<file path="src/hw/rtl/aes_pkg.sv">
// package for the escape stripper: payload types, parse modes and byte codes
`default_nettype none
package aes_pkg;

  typedef struct packed {
    logic [7:0] in_byte;
    logic       in_last;
  } aes_in_t;

  typedef struct packed {
    logic       keep;
    logic [7:0] out_byte;
    logic       out_last;
  } aes_out_t;

  typedef enum logic [5:0] {
    MODE_TEXT    = 6'b000001,
    MODE_ESC     = 6'b000010,
    MODE_CSI     = 6'b000100,
    MODE_OSC     = 6'b001000,
    MODE_OSC_ESC = 6'b010000,
    MODE_CHARSET = 6'b100000
  } aes_mode_e;

  localparam logic [7:0] ChEsc  = 8'h1B;
  localparam logic [7:0] ChBel  = 8'h07;
  localparam logic [7:0] ChNul  = 8'h00;
  localparam logic [7:0] ChBsl  = 8'h5C;
  localparam logic [7:0] ChLbrk = 8'h5B;
  localparam logic [7:0] ChRbrk = 8'h5D;
  localparam logic [7:0] ChLpar = 8'h28;
  localparam logic [7:0] ChRpar = 8'h29;
  localparam logic [7:0] CsiLo  = 8'h40;
  localparam logic [7:0] CsiHi  = 8'h7E;

endpackage
`default_nettype wire

</file>
<file path="src/hw/rtl/aes_parser.sv">
// escape sequence parser: next mode and result for one byte
`default_nettype none
module aes_parser (
  input  wire aes_pkg::aes_mode_e mode_i,
  input  wire aes_pkg::aes_in_t   item_i,
  output aes_pkg::aes_mode_e      mode_o,
  output aes_pkg::aes_out_t       result_o
);

  logic [7:0]         b;
  logic               keep;
  aes_pkg::aes_mode_e nxt;
  aes_pkg::aes_mode_e osc_nxt;

  assign b = item_i.in_byte;

  always_comb begin
    if (b == aes_pkg::ChBel) begin
      osc_nxt = aes_pkg::MODE_TEXT;
    end else if (b == aes_pkg::ChEsc) begin
      osc_nxt = aes_pkg::MODE_OSC_ESC;
    end else begin
      osc_nxt = aes_pkg::MODE_OSC;
    end
  end

  always_comb begin
    keep = 1'b0;
    nxt  = aes_pkg::MODE_TEXT;
    case (mode_i)
      aes_pkg::MODE_ESC: begin
        if (b == aes_pkg::ChLbrk) begin
          nxt = aes_pkg::MODE_CSI;
        end else if (b == aes_pkg::ChRbrk) begin
          nxt = aes_pkg::MODE_OSC;
        end else if (b == aes_pkg::ChLpar || b == aes_pkg::ChRpar) begin
          nxt = aes_pkg::MODE_CHARSET;
        end
      end
      aes_pkg::MODE_CSI: begin
        if (!(b >= aes_pkg::CsiLo && b <= aes_pkg::CsiHi)) begin
          nxt = aes_pkg::MODE_CSI;
        end
      end
      aes_pkg::MODE_OSC: begin
        nxt = osc_nxt;
      end
      aes_pkg::MODE_OSC_ESC: begin
        if (b != aes_pkg::ChBsl) begin
          nxt = osc_nxt;
        end
      end
      aes_pkg::MODE_CHARSET: begin
        nxt = aes_pkg::MODE_TEXT;
      end
      default: begin
        // text mode; a trailing esc is passed through
        if (b == aes_pkg::ChEsc) begin
          if (item_i.in_last) begin
            keep = 1'b1;
          end else begin
            nxt = aes_pkg::MODE_ESC;
          end
        end else if (b != aes_pkg::ChBel && b != aes_pkg::ChNul) begin
          keep = 1'b1;
        end
      end
    endcase
  end

  assign mode_o            = item_i.in_last ? aes_pkg::MODE_TEXT : nxt;
  assign result_o.keep     = keep;
  assign result_o.out_byte = keep ? b : 8'h00;
  assign result_o.out_last = item_i.in_last;

endmodule
`default_nettype wire

</file>
<file path="src/hw/rtl/ansi_escape_stripper_top.sv">
// top level of the escape stripper: input register, parser, result register
// Removes terminal escape sequences from a byte stream, one byte per transfer.
// Input channel: in_valid_i / in_stall_o carry in_data_i (byte plus last flag).
// Output channel: out_valid_o / out_stall_i carry out_data_o, one result for
// every input byte: keep flag, byte (zero when dropped) and last flag.
// A byte accepted waits in the input register; the parser derives its result
// combinationally, the result register loads it and drives out_data_o, and the
// parse mode register updates in the same cycle the byte moves from the input
// register to the result register. Throughput: one byte per cycle while the
// receiver does not stall.
// When the receiver stalls, the result register holds; the input register
// still takes one more byte, then in_stall_o rises until the result drains.
// After a byte flagged last the parser returns to text mode.
// Reset clears both valid flags and puts the parser in text mode; no byte
// is accepted or presented while rst_ni is low.
`default_nettype none
module ansi_escape_stripper_top (
  input  wire                     clk_i,
  input  wire                     rst_ni,
  input  wire                     in_valid_i,
  output logic                    in_stall_o,
  input  wire aes_pkg::aes_in_t   in_data_i,
  output logic                    out_valid_o,
  input  wire                     out_stall_i,
  output aes_pkg::aes_out_t       out_data_o
);

  logic               s1_valid_q, s1_valid_d;
  aes_pkg::aes_in_t   s1_q;
  logic               s2_valid_q, s2_valid_d;
  aes_pkg::aes_out_t  s2_q;
  aes_pkg::aes_mode_e mode_q, mode_d;
  aes_pkg::aes_out_t  result;
  logic               s2_load, s1_move, s1_load;

  aes_parser u_parser (
    .mode_i   (mode_q),
    .item_i   (s1_q),
    .mode_o   (mode_d),
    .result_o (result)
  );

  assign s2_load    = !s2_valid_q || !out_stall_i;
  assign s1_move    = s1_valid_q && s2_load;
  assign s1_load    = in_valid_i && !in_stall_o;
  assign in_stall_o = s1_valid_q && !s2_load;

  assign s1_valid_d = s1_load || (s1_valid_q && !s1_move);
  assign s2_valid_d = s1_move || (s2_valid_q && out_stall_i);

  always_ff @(posedge clk_i or negedge rst_ni) begin
    if (!rst_ni) begin
      s1_valid_q <= 1'b0;
      s2_valid_q <= 1'b0;
      mode_q     <= aes_pkg::MODE_TEXT;
    end else begin
      s1_valid_q <= s1_valid_d;
      s2_valid_q <= s2_valid_d;
      if (s1_move) begin
        mode_q <= mode_d;
      end
    end
  end

  always_ff @(posedge clk_i) begin
    if (s1_load) begin
      s1_q <= in_data_i;
    end
    if (s1_move) begin
      s2_q <= result;
    end
  end

  assign out_valid_o = s2_valid_q;
  assign out_data_o  = s2_q;

`ifndef SYNTHESIS
  a_drop_zero: assert property (@(posedge clk_i) disable iff (!rst_ni)
    out_valid_o && !out_data_o.keep |-> out_data_o.out_byte == 8'h00)
    else $error("dropped byte not zeroed");

  a_last_text: assert property (@(posedge clk_i) disable iff (!rst_ni)
    s1_move && s1_q.in_last |=> mode_q == aes_pkg::MODE_TEXT)
    else $error("parser not back in text mode after last byte");

  a_esc_kept_last: assert property (@(posedge clk_i) disable iff (!rst_ni)
    out_valid_o && out_data_o.keep && out_data_o.out_byte == aes_pkg::ChEsc
    |-> out_data_o.out_last)
    else $error("escape kept that does not end the string");

  a_stall_full: assert property (@(posedge clk_i) disable iff (!rst_ni)
    in_stall_o |-> s1_valid_q && s2_valid_q && out_stall_i)
    else $error("input stalled while pipeline has room");
`endif

endmodule
`default_nettype wire

</file>
<file path="config.mk">
export PLATFORM = sky130hd
export DESIGN_NAME = ansi_escape_stripper_top
export DESIGN_NICKNAME = d
export VERILOG_FILES = /design/src/hw/rtl/aes_pkg.sv /design/src/hw/rtl/aes_parser.sv /design/src/hw/rtl/ansi_escape_stripper_top.sv
export SDC_FILE = /design/constraint.sdc
export NUM_CORES = 1
export LEC_CHECK = 0
export BUFFER_PORTS_ARGS = -buffer_cell sky130_fd_sc_hd__buf_2
export CORE_ASPECT_RATIO = 0.7
export CORE_MARGIN = 2
export CORE_UTILIZATION = 40
export CTS_CLUSTER_DIAMETER = 50
export DETAILED_ROUTE_END_ITERATION = 10
export GPL_ROUTABILITY_DRIVEN = 1
export PLACE_DENSITY_LB_ADDON = 0.1
export REMOVE_ABC_BUFFERS = 1
export SLEW_MARGIN = 20
export SYNTH_ARGS = -nofsm -noshare
export SYNTH_HDL_FRONTEND = slang
export SYNTH_SLANG_ARGS = --single-unit
</file>
<file path="constraint.sdc">
create_clock -name clk_i -period 3.8 [get_ports clk_i]
set_input_delay 0.38 -clock clk_i [delete_from_list [all_inputs] [get_ports clk_i]]
set_output_delay 0.38 -clock clk_i [all_outputs]
set_load 0.05 [all_outputs]
</file>
Word level (Yosys, flattened, before mapping)
Index checks and enable logic that the tools add are counted.
Word-level totals
  bits in registers: 27
  latch bits: 0
  bits in writable memories: 0
  bits in read-only memories: 0
  bits of input ports: 13
  logic and storage cells: 55
  memories kept: 0
Cells by class
  $add $sub $neg: 0
  multipliers: 0
  div/mod/pow operators: 0
  magnitude comparators: 2
  eq/ne operators: 13
  shifts and indexed selects: 0
  muxes and demuxes: 14
  bitwise gates (word level): 0
  reductions and logical operators: 18
Operators by type and width (number)
  6-bit two-way mux: 6
  6-bit one-hot mux with 5 select lines: 1
  8-bit by 6-bit equality test with 1-bit output, second input constant: 2
  8-bit by 7-bit equality test with 1-bit output, second input constant: 2
  8-bit by 3-bit equality test with 1-bit output, second input constant: 1
  8-bit by 5-bit equality test with 1-bit output, second input constant: 1
  8-bit by 7-bit >= comparator with 1-bit output, second input constant: 1
  8-bit by 7-bit less-or-equal comparator with 1-bit output, second input constant: 1
  8-bit by 3-bit inequality test with 1-bit output, second input constant: 1
  8-bit by 7-bit inequality test with 1-bit output, second input constant: 1
  8-bit nonzero test: 1
  1-bit logical AND: 7
  6-bit by 2-bit equality test with 1-bit output, second input constant: 1
  6-bit by 3-bit equality test with 1-bit output, second input constant: 1
  6-bit by 4-bit equality test with 1-bit output, second input constant: 1
  6-bit by 5-bit equality test with 1-bit output, second input constant: 1
  6-bit equality test, second input constant: 1
  1-bit logical NOT: 5
  5-bit two-way mux: 1
  5-bit OR reduction: 1
  1-bit logical OR: 4
  1-bit two-way mux: 4
  3-bit two-way mux: 1
  2-bit two-way mux: 1

Depth between registers and ports, before layout
Gate-level depths: netlist of the first run.
  depth in word-level cells: 7
  mapped depth: 7
  gate-level depth less buffers: 7

By module
Synthesis of the first run repeated with hierarchy kept, for this count alone.
Second synthesis, totals
  cells, all modules: 105
  area total of the unflattened synthesis: 1361.3 µm²
Modules (own cells, without submodules)
  ansi_escape_stripper_top: times used 1, cells each 39, area an instance 888.4 µm², sequential area each 772.0 µm²
  aes_parser: times used 1, cells each 66, area an instance 473.0 µm², sequential area each 0.0 µm²

Worst setup path after synthesis of the first run
OpenSTA, ideal clock, no wires.
  path kind: register to register
  from: reg s2_valid_q, in the netlist out_valid_o
  to: reg mode_q[3]
  setup time: 87 ps
  arrival: 1607 ps
  data required time: 3713 ps
  path slack: 2106 ps
  stages on the path, launching flop included: 8
  path through: dfrtp_1 > nand2_1 > nand2_1 > inv_2 > nand2b_1 > a41oi_2 > nand2_1 > o211ai_1
Between the ends
  word-level cells in the longest chain between the ends: 3
RTL lines
  start: declaration: line ansi_escape_stripper_top.sv:30  | logic s2_valid_q, s2_valid_d;
  start signal: assignment: line ansi_escape_stripper_top.sv:58  | s2_valid_q <= s2_valid_d;
  1-bit logical NOT: line ansi_escape_stripper_top.sv:43  | assign s2_load = !s2_valid_q || !out_stall_i;
  1-bit logical OR: line ansi_escape_stripper_top.sv:43
  1-bit logical AND: line ansi_escape_stripper_top.sv:44  | assign s1_move = s1_valid_q && s2_load;
  named net s1_move: line ansi_escape_stripper_top.sv:34  | logic s2_load, s1_move, s1_load;
  end signal: assignment: line ansi_escape_stripper_top.sv:55  | mode_q <= aes_pkg::MODE_TEXT;
  end signal: assignment: line ansi_escape_stripper_top.sv:60  | mode_q <= mode_d;
  end: declaration: line ansi_escape_stripper_top.sv:32  | aes_pkg::aes_mode_e mode_q, mode_d;
The timed path passes the listed nets, and every way through them passes these cells.
A chain may end at the register's enable or synchronous reset.

==> results.cfg, run 1 <==
[run_status]
status = finished clean

[sta]
fin_skew_ns = 0.00496
final_hold_viol_count = 0
rsz0062_at_grt = false
relSlewSlack = 0.757
drv_slew = 0
fmax_mhz = 542
finalCriticalPeriod_ns = 1.84
finalSetupViolations = 0
period_share = 0.485
tightest_slew_ns = 0.361
worst_slack_ns = 1.96
setup_tns_ns = 0

[floorplanning]
die_h_um = 51.9
rows = 17
die_x_um = 72.4
core_um2 = 3150
io-pin-count = 25
dieArea_um2 = 3760
initial_core_util = 0.417

[global_routing]
antenna_found_initial = 0
grt_max_degree = 15
globalRouteOverflowTotal = 0
grt_usage = 0.150
grt_pass1_wl_um = 4220
grt_pass1_vias = 919

[layout]
final_common_cell = buf_2
n_antenna_cell = 0
layout.cells.non_filler = 180
area_growth_pct = 15.8
final_area_um2 = 1520
final_cell_mix = buf_2 (24), edfxtp_1 (19), nand2_1 (17)
nFillCells = 316
multi_input_area_um2 = 509
drive_gt1_frac = 0.239
fin_nets = 156
regArea_um2 = 772

[pwr]
vdd_drop_max_mv = 0.208
p_switching_w = 0.000155
p_per_area_nw_per_um2 = 385
comb_power_share = 0.128
p_clk_frac = 0.277
leakagePower_nw = 0.564
power.internal_w = 0.000430
swShare = 0.265
seqPwrFrac = 0.595

[worst_setup_path]
crit_start = mode_q[1]
slowest_stage = dfrtp_1
critPathCaptureType = flip-flop
critPathLaunchType = flip-flop
path_cells = nor4_2 -> nand2_1 -> and4_4 -> o221a_4 -> and2_1
reg2reg_from = mode_q[1]
cp_num_buf_inv = 0
crit_path_max_incr_delay_ns = 0.46
worst-path-max-fanout = 9
arrival_ns = 1.88
required_ns = 3.84
crit_family = simple AND/OR/NAND/NOR gates
crit_type = flip-flop to flip-flop

[place]
dp_hpwl_um = 1910
pre_cts_ws_ns = 1.99
place.gp.congestion = 0.907
place_area_um2 = 1460
placedCellCount = 175
port_buffers = 24

[cts]
cts-root-buf = clkbuf_8
cts_made_buffers = 3
htreeDepth = 1
post_cts_buffers = 0
insertion_delay_ns = 0.27
cts_tree = built
cts_buffer_depth = 2
clock-sinks = 27
clkTransAtPathRegs_ns = 0.09

[route]
via_count = 1006
ant_nets = 0
routed_wl_um = 2530
drt-initial-drc-count = 61
wire_per_inst_um = 14.1
first_pass_iters = 4
remaining_drc_errors = 0
via_per_inst = 5.59

[yosys]
synth.distinct_cells = 37
ys.flop_type = edfxtp_1
syn_area_per_cell_um2 = 11.3
synthArstFlopShare = 0.296
ys_warn_count = 0
ys_ff_latch = 27
syn_inst = 116
synth_seq_area_share = 0.589
synth-edff-count = 19
synthesis.area_um2 = 1310

[min_path]
hold_class = primary input to flip-flop
hold_start = in_data_i[6]

[run]
maxCapViolations = 0
-- logic make-up (layout without fill, tap and decap cells) --
| family | after synthesis | count (layout) | share of synthesized area |
|---|---|---|---|
| compound gates | 16 | 16 | 0.0992 |
| xor+xnor | 2 | 2 | 0.0134 |
| buf+inv | 7 | 33 | 0.0229 |
| flops | 27 | 27 | 0.589 |
| simple gates | 64 | 64 | 0.276 |
-- metal layers --
layer / part of all wire / up-vias / routed length, um / global-route usage
li1: - / 480 / - / -
met5: 0 / - / 0 / 0
met1: 0.48 / 486 / 1220 / 0.207
met3: 0.074 / 7 / 188 / 0.0484
met2: 0.43 / 33 / 1080 / 0.226
met4: 0.016 / 0 / 41 / 0.0463
-- stage by stage --
step,hold slack [ns],util,power (W)
after global placement,0.234,0.465,0.000428
after global routing,0.257,0.483,0.000613
after floorplan,0.0844,-,0.000405
after CTS,0.272,0.483,0.000589
final,0.277,0.483,0.000585
after detailed placement,0.233,0.465,0.000429
-- cell usage after synthesis (all sizes together), types with 2 or more instances --
cell type,number,area [um^2]
and2,10,62.6
a21oi,2,10.0
o21ai,2,10.0
nor3,3,15.0
dfrtp,7,175
nand2,17,63.8
buf,3,15.0
nor2b,3,18.8
nand2b,3,18.8
nor2,8,30.0
nand3,7,35.0
edfxtp,19,571
xor2,2,17.5
nor4,4,46.3
inv,4,15.0
o22ai,3,18.8
nand4,3,18.8
-- power by group through the flow --
| stage | combinational [W] | clock [W] | sequential, W |
|---|---|---|---|
| 2_1_floorplan | 0.0000255 | 0 | 0.000380 |
| 3_3_place_gp | 0.0000734 | 0 | 0.000354 |
| 3_5_place_dp | 0.0000748 | 0 | 0.000354 |
| 4_1_cts | 0.0000757 | 0.000165 | 0.000348 |
| 5_1_grt | 0.0000813 | 0.000182 | 0.000350 |
| 6_report | 0.0000748 | 0.000162 | 0.000348 |
-- timing repair --
action,4_1_cts,5_1_grt
hold buffers,1,0
resized for setup,0,0
endpoints found under the hold margin,7,0
-- cell type report --
class                           instances  area share
Tap cell                               38      0.0313
Multi-Input combinational cell         82       0.335
Inverter                                4     0.00988
Timing Repair Buffer                   25      0.0857
Clock buffer                            4      0.0297
Sequential cell                        27       0.508
-- worst paths after layout --
kind	slack, ns	end	cells after the start
setup / recovery	1.96	out_data_o[5]	5
hold / removal	0.28	s1_q[6]	1
setup reg to reg	1.96	out_data_o[5]	5
hold reg to reg	0.52	out_valid_o	1
max in group asynchronous	3.10	mode_q[0]	2
min in group asynchronous	0.46	mode_q[4]	2
-- flip-flops by register name (all words and copies together), names as in the netlist --
signal,flops
mode_q,6
out_data_o,10
s1_valid_q,1
s1_q,9
out_valid_o,1
(Power assumes the default switching activity.)
==> run 2: changes to the inputs <==
==> constraint.sdc (replaced) <==
create_clock -name clk_i -period 1.7 [get_ports clk_i]
set_input_delay 0.17 -clock clk_i [delete_from_list [all_inputs] [get_ports clk_i]]
set_output_delay 0.17 -clock clk_i [all_outputs]
set_load 0.05 [all_outputs]
==> results.cfg, run 2 (synthesis gave the netlist of run 1 again) <==
[worst_setup_path]
path_cells = nor4_4 -> nand2_2 -> and4_4 -> o221a_4 -> and2_1
worst-path-max-fanout = 9
cp_num_buf_inv = 0
arrival_ns = 1.71
required_ns = 1.74
critPathLaunchType = flip-flop
crit_type = flip-flop to flip-flop
crit_family = simple AND/OR/NAND/NOR gates
critPathCaptureType = flip-flop
crit_path_max_incr_delay_ns = 0.46
slowest_stage = dfrtp_2

[floorplanning]
core_um2 = 3150
io-pin-count = 25
initial_core_util = 0.417
die_h_um = 51.9
dieArea_um2 = 3760
rows = 17
die_x_um = 72.4

[route]
wl_met2_um = 1160
wl_met3_um = 158
drt-initial-drc-count = 43
wire_per_inst_um = 13.7
routed_wl_um = 2780
via_count = 1070
remaining_drc_errors = 0
first_pass_iters = 4
via_per_inst = 5.27
ant_nets = 0
wl_met1_um = 1400
top_layer = met4

[global_routing]
grt_pass1_vias = 943
grt_pass1_wl_um = 4440
antenna_found_initial = 0
grt_usage = 0.162
globalRouteOverflowTotal = 0
grt_max_degree = 15

[cts]
clock-sinks = 27
insertion_delay_ns = 0.28
htreeDepth = 1
cts_made_buffers = 3
cts_buffer_depth = 2
cts_tree = built
clkTransAtPathRegs_ns = 0.09
cts-root-buf = clkbuf_8

[sta]
tightest_slew_ns = 0.360
finalCriticalPeriod_ns = 1.67
period_share = 0.981
fin_skew_ns = 0.0110
drv_slew = 0
relSlewSlack = 0.760
rsz0062_at_grt = true
fmax_mhz = 599
worst_slack_ns = 0.0319
final_hold_viol_count = 0
finalSetupViolations = 0

[place]
dp_hpwl_um = 2030
placedCellCount = 192
pre_cts_ws_ns = -0.0453
port_buffers = 24
place.gp.congestion = 0.810

[pwr]
p_per_area_nw_per_um2 = 771
leakagePower_nw = 0.679
p_clk_frac = 0.270
p_switching_w = 0.000357
vdd_drop_max_mv = 0.489
power.internal_w = 0.000987
comb_power_share = 0.156
swShare = 0.266
seqPwrFrac = 0.574

[layout]
final_common_cell = buf_2
layout.cells.non_filler = 203
final_cell_mix = buf_2 (24), buf_4 (23), edfxtp_1 (19)
fin_nets = 179
drive_gt1_frac = 0.406
n_antenna_cell = 0
area_growth_pct = 32.9
largest_reg_flops = 10

[run_status]
status = finished clean

[min_path]
hold_class = primary input to flip-flop

[run]
maxCapViolations = 0
-- run 2: timing repair --
| item | in CTS | in global routing |
|---|---|---|
| resized for setup | 2 | 10 |
| pin swaps | 0 | 5 |
| endpoints found under the setup margin | 9 | 12 |
| hold buffers | 1 | 0 |
| hold endpoints to repair | 8 | 0 |
| setup buffers | 1 | 5 |
-- run 2: worst paths after layout --
kind                       cells after the start             to  slack [ns]         start
max in group asynchronous                      2      mode_q[0]        1.19        rst_ni
min in group asynchronous                      2      mode_q[3]        0.25        rst_ni
setup / recovery                               5  out_data_o[7]        0.03     mode_q[4]
hold / removal                                 1        s1_q[5]        0.07  in_data_i[5]
hold reg to reg                                1    out_valid_o        0.50    s1_valid_q
setup reg to reg                               5  out_data_o[7]        0.03     mode_q[4]
-- run 2: metal layers --
layer | GRT usage | vias to the layer above
li1 | - | 528
met1 | 0.230 | 497
met2 | 0.228 | 36
met3 | 0.0523 | 9
met4 | 0.0648 | 0
met5 | 0 | -
-- run 2: final cells by class --
cell class	instances	area [um^2]
fillers	273	1410
inverters	4	15.0
well taps	38	47.5
flip-flops and latches	27	776
multi-input cells	82	557
clock buffers	4	45.0
repair buffers	48	303
-- run 2: power groups by stage --
stage / Sequential, W / Combinational [W] / Clock, W
floorplan: 0.000849 / 0.0000570 / 0
global placement: 0.000785 / 0.000194 / 0
detailed placement: 0.000785 / 0.000196 / 0
CTS: 0.000771 / 0.000201 / 0.000379
global route: 0.000774 / 0.000224 / 0.000404
finish: 0.000771 / 0.000210 / 0.000363
-- run 2: metrics by stage --
stage	area, um^2	hold WS (ns)	total power (W)	setup TNS (ns)	utilization
after CTS	1660	0.0589	0.00135	0	0.529
after global placement	1590	0.0221	0.000979	0	0.506
after floorplan	1300	-0.126	0.000906	0	-
after global routing	1740	0.0493	0.00140	-0.130	0.554
after detailed placement	1590	0.0264	0.000981	-0.341	0.506
final	1740	0.0695	0.00134	0	0.554
